**config.mk**
```make
export PLATFORM = sky130hd
export DESIGN_NAME = srdz_sqrt
export DESIGN_NICKNAME = d
export VERILOG_FILES = /design/src/rtl/srdz_pkg.sv /design/src/rtl/srdz_sqrt.sv
export SDC_FILE = /design/constraint.sdc
export NUM_CORES = 2
export LEC_CHECK = 0
export BUFFER_PORTS_ARGS = -buffer_cell sky130_fd_sc_hd__buf_2
export CORE_MARGIN = 4
export CORE_UTILIZATION = 40
export CTS_CLUSTER_DIAMETER = 60
export DETAILED_ROUTE_END_ITERATION = 6
export MAX_ROUTING_LAYER = met4
export PLACE_DENSITY_LB_ADDON = 0.1
export SYNTH_ARGS = -nofsm -noshare
export SYNTH_HDL_FRONTEND = slang
export SYNTH_SLANG_ARGS = --single-unit
export TNS_END_PERCENT = 20
```
**constraint.sdc**
```tcl
create_clock -name clk -period 18.6 [get_ports clk]
set_clock_uncertainty 0.2 [all_clocks]
set_input_delay 0 -clock clk [delete_from_list [all_inputs] [get_ports clk]]
set_output_delay 0 -clock clk [all_outputs]
set_load 0.02 [all_outputs]
```
**src/rtl/srdz_pkg.sv**
```systemverilog
`timescale 1ns / 1ps

package srdz_pkg;

	// Field and register widths
	localparam int IN_W   = 16;
	localparam int OUT_W  = 16;
	localparam int CFG_W  = 15;
	localparam int IDX_W  = 1;

	// Magnitudes and squares: |c| <= 2^15, c^2 <= 2^30, x^2 + y^2 <= 2^31
	localparam int MAG_W  = IN_W + 1;
	localparam int SQR_W  = 2 * (IN_W - 1) + 1;
	localparam int SUM_W  = SQR_W + 1;
	localparam int DZSQ_W = 2 * CFG_W;

	// Fixed-point formats: length in Q.16, scale and unit vector in Q.30
	localparam int LEN_FRAC   = 16;
	localparam int SCALE_BITS = 30;
	localparam int OUT_FRAC_BITS_DEF = 15;

	// Square root of (sum << 32): 32 result bits, two per stage
	localparam int ROOT_W      = 32;
	localparam int SQRT_REM_W  = ROOT_W + 2;
	localparam int SQRT_STEPS  = 2;
	localparam int SQRT_STAGES = ROOT_W / SQRT_STEPS;

	// Restoring divider: three lanes, 32 quotient bits, two per stage
	localparam int DIV_W      = 32;
	localparam int QUO_W      = 32;
	localparam int DIV_STEPS  = 2;
	localparam int DIV_STAGES = QUO_W / DIV_STEPS;
	localparam int DIV_LANES  = 3;
	localparam int LANE_X     = 0;
	localparam int LANE_Y     = 1;
	localparam int LANE_S     = 2;

	// Unit lane divides (|c| << 14) << 32 by the length: |c| * 2^46 / len
	localparam int UNIT_PRE_SHIFT = LEN_FRAC + SCALE_BITS - QUO_W;
	// Scale lane yields (len - dead zone) * 2^32 / span; drop two bits for Q.30
	localparam int SCALE_DROP     = QUO_W - SCALE_BITS;
	localparam logic [QUO_W-1:0] UNIT_ONE = QUO_W'(1) << SCALE_BITS;

	// Product of two Q.30 factors
	localparam int FACT_W = SCALE_BITS + 1;
	localparam int PROD_W = 2 * FACT_W;
	localparam logic [PROD_W-1:0] POS_LIMIT = PROD_W'((1 << (OUT_W - 1)) - 1);
	localparam logic [PROD_W-1:0] NEG_LIMIT = PROD_W'(1 << (OUT_W - 1));

	// Register map and reset values
	localparam logic [IDX_W-1:0] REG_FULL_SCALE = 1'b0;
	localparam logic [IDX_W-1:0] REG_DEAD_ZONE  = 1'b1;
	localparam logic [CFG_W-1:0] FULL_SCALE_RST = 15'd1000;
	localparam logic [CFG_W-1:0] DEAD_ZONE_RST  = 15'd200;
	localparam logic [DZSQ_W-1:0] DZSQ_RST = DZSQ_W'(200 * 200);
	localparam logic [DIV_W-1:0] SPAN_RST = DIV_W'((1000 - 200) << LEN_FRAC);

	// Sideband that rides along the root pipeline
	typedef struct packed {
		logic [MAG_W-1:0] ax;
		logic [MAG_W-1:0] ay;
		logic             neg_x;
		logic             neg_z;
		logic             active;
	} sqrt_side_t;

	// Sideband that rides along the divider pipeline
	typedef struct packed {
		logic neg_x;
		logic neg_z;
		logic active;
		logic sat;
		logic zero;
	} div_side_t;

	typedef struct packed {
		logic [SQRT_REM_W-1:0] rem;
		logic [ROOT_W-1:0]     root;
		logic [SUM_W-1:0]      rad;
	} sqrt_state_t;

	typedef struct packed {
		logic [DIV_W-1:0] rem;
		logic [QUO_W-1:0] quo;
	} div_state_t;

	// One digit of the bit-pair square root; radicand pairs come off the top of rad
	function automatic sqrt_state_t sqrt_step(sqrt_state_t st);
		logic [SQRT_REM_W-1:0] nxt;
		logic [SQRT_REM_W-1:0] trial;
		sqrt_state_t           r;
		nxt   = {st.rem[SQRT_REM_W-3:0], st.rad[SUM_W-1 -: 2]};
		trial = {st.root, 2'b01};
		r.rad = st.rad << 2;
		if (nxt >= trial) begin
			r.rem  = nxt - trial;
			r.root = {st.root[ROOT_W-2:0], 1'b1};
		end else begin
			r.rem  = nxt;
			r.root = {st.root[ROOT_W-2:0], 1'b0};
		end
		return r;
	endfunction

	// One restoring division step, zero shifted in
	function automatic div_state_t div_step(div_state_t st, logic [DIV_W-1:0] dvs);
		logic [DIV_W:0] t;
		div_state_t     r;
		t = {st.rem, 1'b0};
		if (t >= {1'b0, dvs}) begin
			r.rem = DIV_W'(t - {1'b0, dvs});
			r.quo = {st.quo[QUO_W-2:0], 1'b1};
		end else begin
			r.rem = t[DIV_W-1:0];
			r.quo = {st.quo[QUO_W-2:0], 1'b0};
		end
		return r;
	endfunction

endpackage

```
**src/rtl/srdz_sqrt.sv**
```systemverilog
`timescale 1ns / 1ps

module srdz_sqrt (
	input  logic                          clk,
	input  logic                          arst_n,
	input  logic                          en,
	input  logic                          in_valid,
	input  logic [srdz_pkg::SUM_W-1:0]    rad,
	input  srdz_pkg::sqrt_side_t          in_side,
	output logic                          out_valid,
	output logic [srdz_pkg::ROOT_W-1:0]   root,
	output srdz_pkg::sqrt_side_t          out_side
);
	import srdz_pkg::*;

	// root = floor(sqrt(rad << 32)), SQRT_STEPS digits per stage
	sqrt_state_t              st_s      [SQRT_STAGES];
	sqrt_side_t               side_s    [SQRT_STAGES];
	logic [SQRT_STAGES-1:0]   vld_s;
	sqrt_state_t              stage_in  [SQRT_STAGES];
	sqrt_state_t              stage_out [SQRT_STAGES];

	assign stage_in[0] = '{rem: '0, root: '0, rad: rad};

	for (genvar g = 0; g < SQRT_STAGES; g++) begin : g_stage
		if (g > 0) begin : g_link
			assign stage_in[g] = st_s[g-1];
		end

		always_comb begin
			sqrt_state_t w;
			w = stage_in[g];
			for (int k = 0; k < SQRT_STEPS; k++) begin
				w = sqrt_step(w);
			end
			stage_out[g] = w;
		end

		// valid bit moves with the beat
		always_ff @(posedge clk or negedge arst_n) begin
			if (!arst_n) begin
				vld_s[g] <= 1'b0;
			end else if (en) begin
				if (g == 0) begin
					vld_s[g] <= in_valid;
				end else begin
					vld_s[g] <= vld_s[(g > 0) ? g - 1 : 0];
				end
			end
		end

		always_ff @(posedge clk) begin
			if (en) begin
				st_s[g] <= stage_out[g];
				if (g == 0) begin
					side_s[g] <= in_side;
				end else begin
					side_s[g] <= side_s[(g > 0) ? g - 1 : 0];
				end
			end
		end
	end

	assign out_valid = vld_s[SQRT_STAGES-1];
	assign root      = st_s[SQRT_STAGES-1].root;
	assign out_side  = side_s[SQRT_STAGES-1];

endmodule

```
==> metrics.yaml <==
clk_path_buf_depth: 3
crit_required_ns: 18.95
ctsResizeCount: 0
hold_path_class: "in2async"
wire_per_inst_um: 18.21
yosys.area_share.adder_pct: 8.267
whs_ns: 0.09999
dr.pass1.iters: 6
crit_path_max_incr_delay_ns: 0.63
synth.area.top_cells: "edfxtp_1 52%, ha_1 7.9%, xnor2_1 4.5%"
grtUsageTotal_pct: 18.14
p_per_area_nw_per_um2: 140.0
drc: 0
synthCells: 7267
insertion_delay_ns: 0.83
ys_async_sr_fraction_pct: 1.110
die_w_um: 460.2
synth-edff-count: 1426
dpl.hpwl_um: 141400
final.period_utilization_pct: 44.98
cts_tree: "yes"
port_buffers: 142
fmax_mhz: 119.5
hold_violations: 0
grt_pass1_wl_um: 298500
ios: 143
grt_setup_unrepaired: "false"
post-route-util_pct: 45.69
wirelength_um: 189100
cts_root_buf: "clkbuf_16"
area_delta_synth_final_pct: 13.25
core_area_sq_um: 202700
gp_congestion: 0.8659
yosys_warnings: 0
viasPerCell: 5.321
leakage_nw: 35.16
drive_gt1_share_pct: 9.191
synth_top_cell_by_area: "edfxtp_1"
post_cts_buffers: 0
maxSlewViolCount: 0
grt_pass1_vias: 53391
clock-sinks: 1442
grt_overflow_total: 0
vias: 55266
synth_top_family_by_area: "compound AO/OA/AOI/OAI gates"
rows: 165
end_kind: "flip-flop"
synth_compound_area_share_pct: 13.51
nets: 8164
synth_cell_types: 109
dpl-instance-area_sq_um: 85080
setup_violations: 0
fin_tns_setup_ns: 0
synth_top_area_share_pct: 52.36
grt_max_degree: 181
max_cap_viol_count: 0
cpMaxStageDelayCell: "a41oi_1"
critPathKind: "reg2reg"
die-height_um: 460.2
synth-simple-area-share_pct: 12.87
ys.flop_type: "edfxtp_1"
ctsHoldBuffers: 149
h-tree-depth: 4
synthMuxAreaShare_pct: 2.211
ant_nets: 0
ir_drop_uv: 103.5
cp.arrival_ns: 8.71
start_kind: "flip-flop"
synth-xor-area-share_pct: 6.907
crit_fanout: 39
worstMarginPinSlew_ns: 1.181
status: "complete, no violations"
synth_seq_cells: 1442
clkTransAtPathRegs_ns: 0.06
avgSynthCellArea_sq_um: 11.25
slew_headroom_pct: 19.25
start_util_pct: 40.34
totalPowerFinal_mw: 12.97
antenna_found_initial: 8
syn_area_sq_um: 81790
cts_buffers: 179
critPathMostFrequentCell: "inv_1"
post-route-min-period_ns: 8.366
dieArea_sq_um: 211800
synth-seq-area-share_pct: 52.85
drtIter0Drc: 3925
stdcell_area_sq_um: 92630
where the power goes:
group	internal (mW)	switching [mW]
clock network	2.04	1.43
logic	2.11	2.77
registers	4.26	0.356
kinds of logic after synthesis:
| logic type | Yosys count |
|---|---|
| simple gates | 2091 |
| compound gates | 1742 |
| flops | 1442 |
| xor+xnor | 645 |
| fa+ha+maj | 532 |
| other cells | 1 |
| mux | 164 |
| buf+inv | 650 |
layout by cell type, fill, tap and decap left out, drive strengths merged, types with 23 or more instances in the layout:
cell | synthesis | layout
or2 | 58 | 58
mux2i | 31 | 31
a211oi | 63 | 63
nand2b | 89 | 89
o211ai | 54 | 54
edfxtp | 1426 | 1426
nor3 | 160 | 160
a21o | 183 | 183
or4 | 53 | 53
o21ai | 432 | 432
nor3b | 25 | 25
a31oi | 50 | 50
dlygate4sd3 | 0 | 149
nor2 | 510 | 510
o21bai | 49 | 49
o31ai | 60 | 60
and2 | 46 | 46
mux2 | 133 | 133
a21oi | 503 | 503
or3 | 69 | 69
buf | 102 | 177
clkinv | 3 | 71
nand3 | 134 | 134
nand3b | 23 | 23
inv | 431 | 458
xnor2 | 424 | 424
and3 | 60 | 60
xor2 | 221 | 221
nand4 | 75 | 75
o21a | 97 | 97
ha | 518 | 518
nor4 | 73 | 73
clkbuf | 114 | 210
a211o | 25 | 25
nand2 | 570 | 570
nor2b | 68 | 68
worst max-delay path: cells and delay by family, from the launching register on:
family	cells	cell delay (ns)
flops	1	0.42
compound gates	10	2.99
buf+inv	5	0.83
fa+ha+maj	3	0.97
mux	2	0.61
simple gates	7	2.06
per-layer routing:
layer / up-vias / GRT usage [%] / share of wire (%)
met3: 277 / 2.327 / 3.8
met5: - / - / 0
met4: 0 / 4.806 / 2.2
met2: 1008 / 28.26 / 46
met1: 26313 / 25.12 / 48
li1: 27668 / - / -
cells in the mapped netlist, drive strengths merged, types with 14 or more instances:
cell type,number
a2111oi,15
a211o,25
a211oi,63
a21boi,19
a21o,183
a21oi,503
a31o,16
a31oi,50
and2,46
and3,60
and4,14
buf,102
clkbuf,114
dfrtp,16
edfxtp,1426
fa,14
ha,518
inv,431
mux2,133
mux2i,31
nand2,570
nand2b,89
nand3,134
nand3b,23
nand4,75
nor2,510
nor2b,68
nor3,160
nor3b,25
nor4,73
nor4b,16
o211ai,54
o21a,97
o21ai,432
o21bai,49
o31a,19
o31ai,60
o41ai,18
or2,58
or3,69
or4,53
xnor2,424
xor2,221
sequential cells by signal, summed over array words and instances (netlist names):
register   count
vld_s         15
st_s         834
out_valid      1
side_s       592
stage by stage:
stage          cells  setup slack (ns)
6_report       10387             10.23
5_1_grt        10387             9.676
4_1_cts        10386             10.33
3_5_place_dp    9901             10.39
3_3_place_gp    9901             10.51
2_1_floorplan   7268             11.52
final cells by class:
class                           count  area [sq um]
Antenna cell                        1         2.502
Clock buffer                      210          4627
Clock inverter                    126          1424
Fill cell                       18756        110100
Inverter                          434          1634
Multi-Input combinational cell   5176         35860
Sequential cell                  1442         43220
Tap cell                         2672          3343
Timing Repair Buffer              326          2517
final timing paths:
check / start / endpoint / slack [ns] / cells after the start
setup / recovery: st_s[1][343] / st_s[1][444] / 10.23 / 27
hold reg to reg: side_s[0][223] / side_s[0][260] / 0.20 / 0
hold / removal: arst_n / out_valid / 0.1 / 3
max in group asynchronous: arst_n / vld_s[8] / 17.63 / 3
min in group clk: rad[29] / st_s[0][91] / 0.16 / 5
setup reg to reg: st_s[1][343] / st_s[1][444] / 10.23 / 27
(Power assumes the default switching activity.)
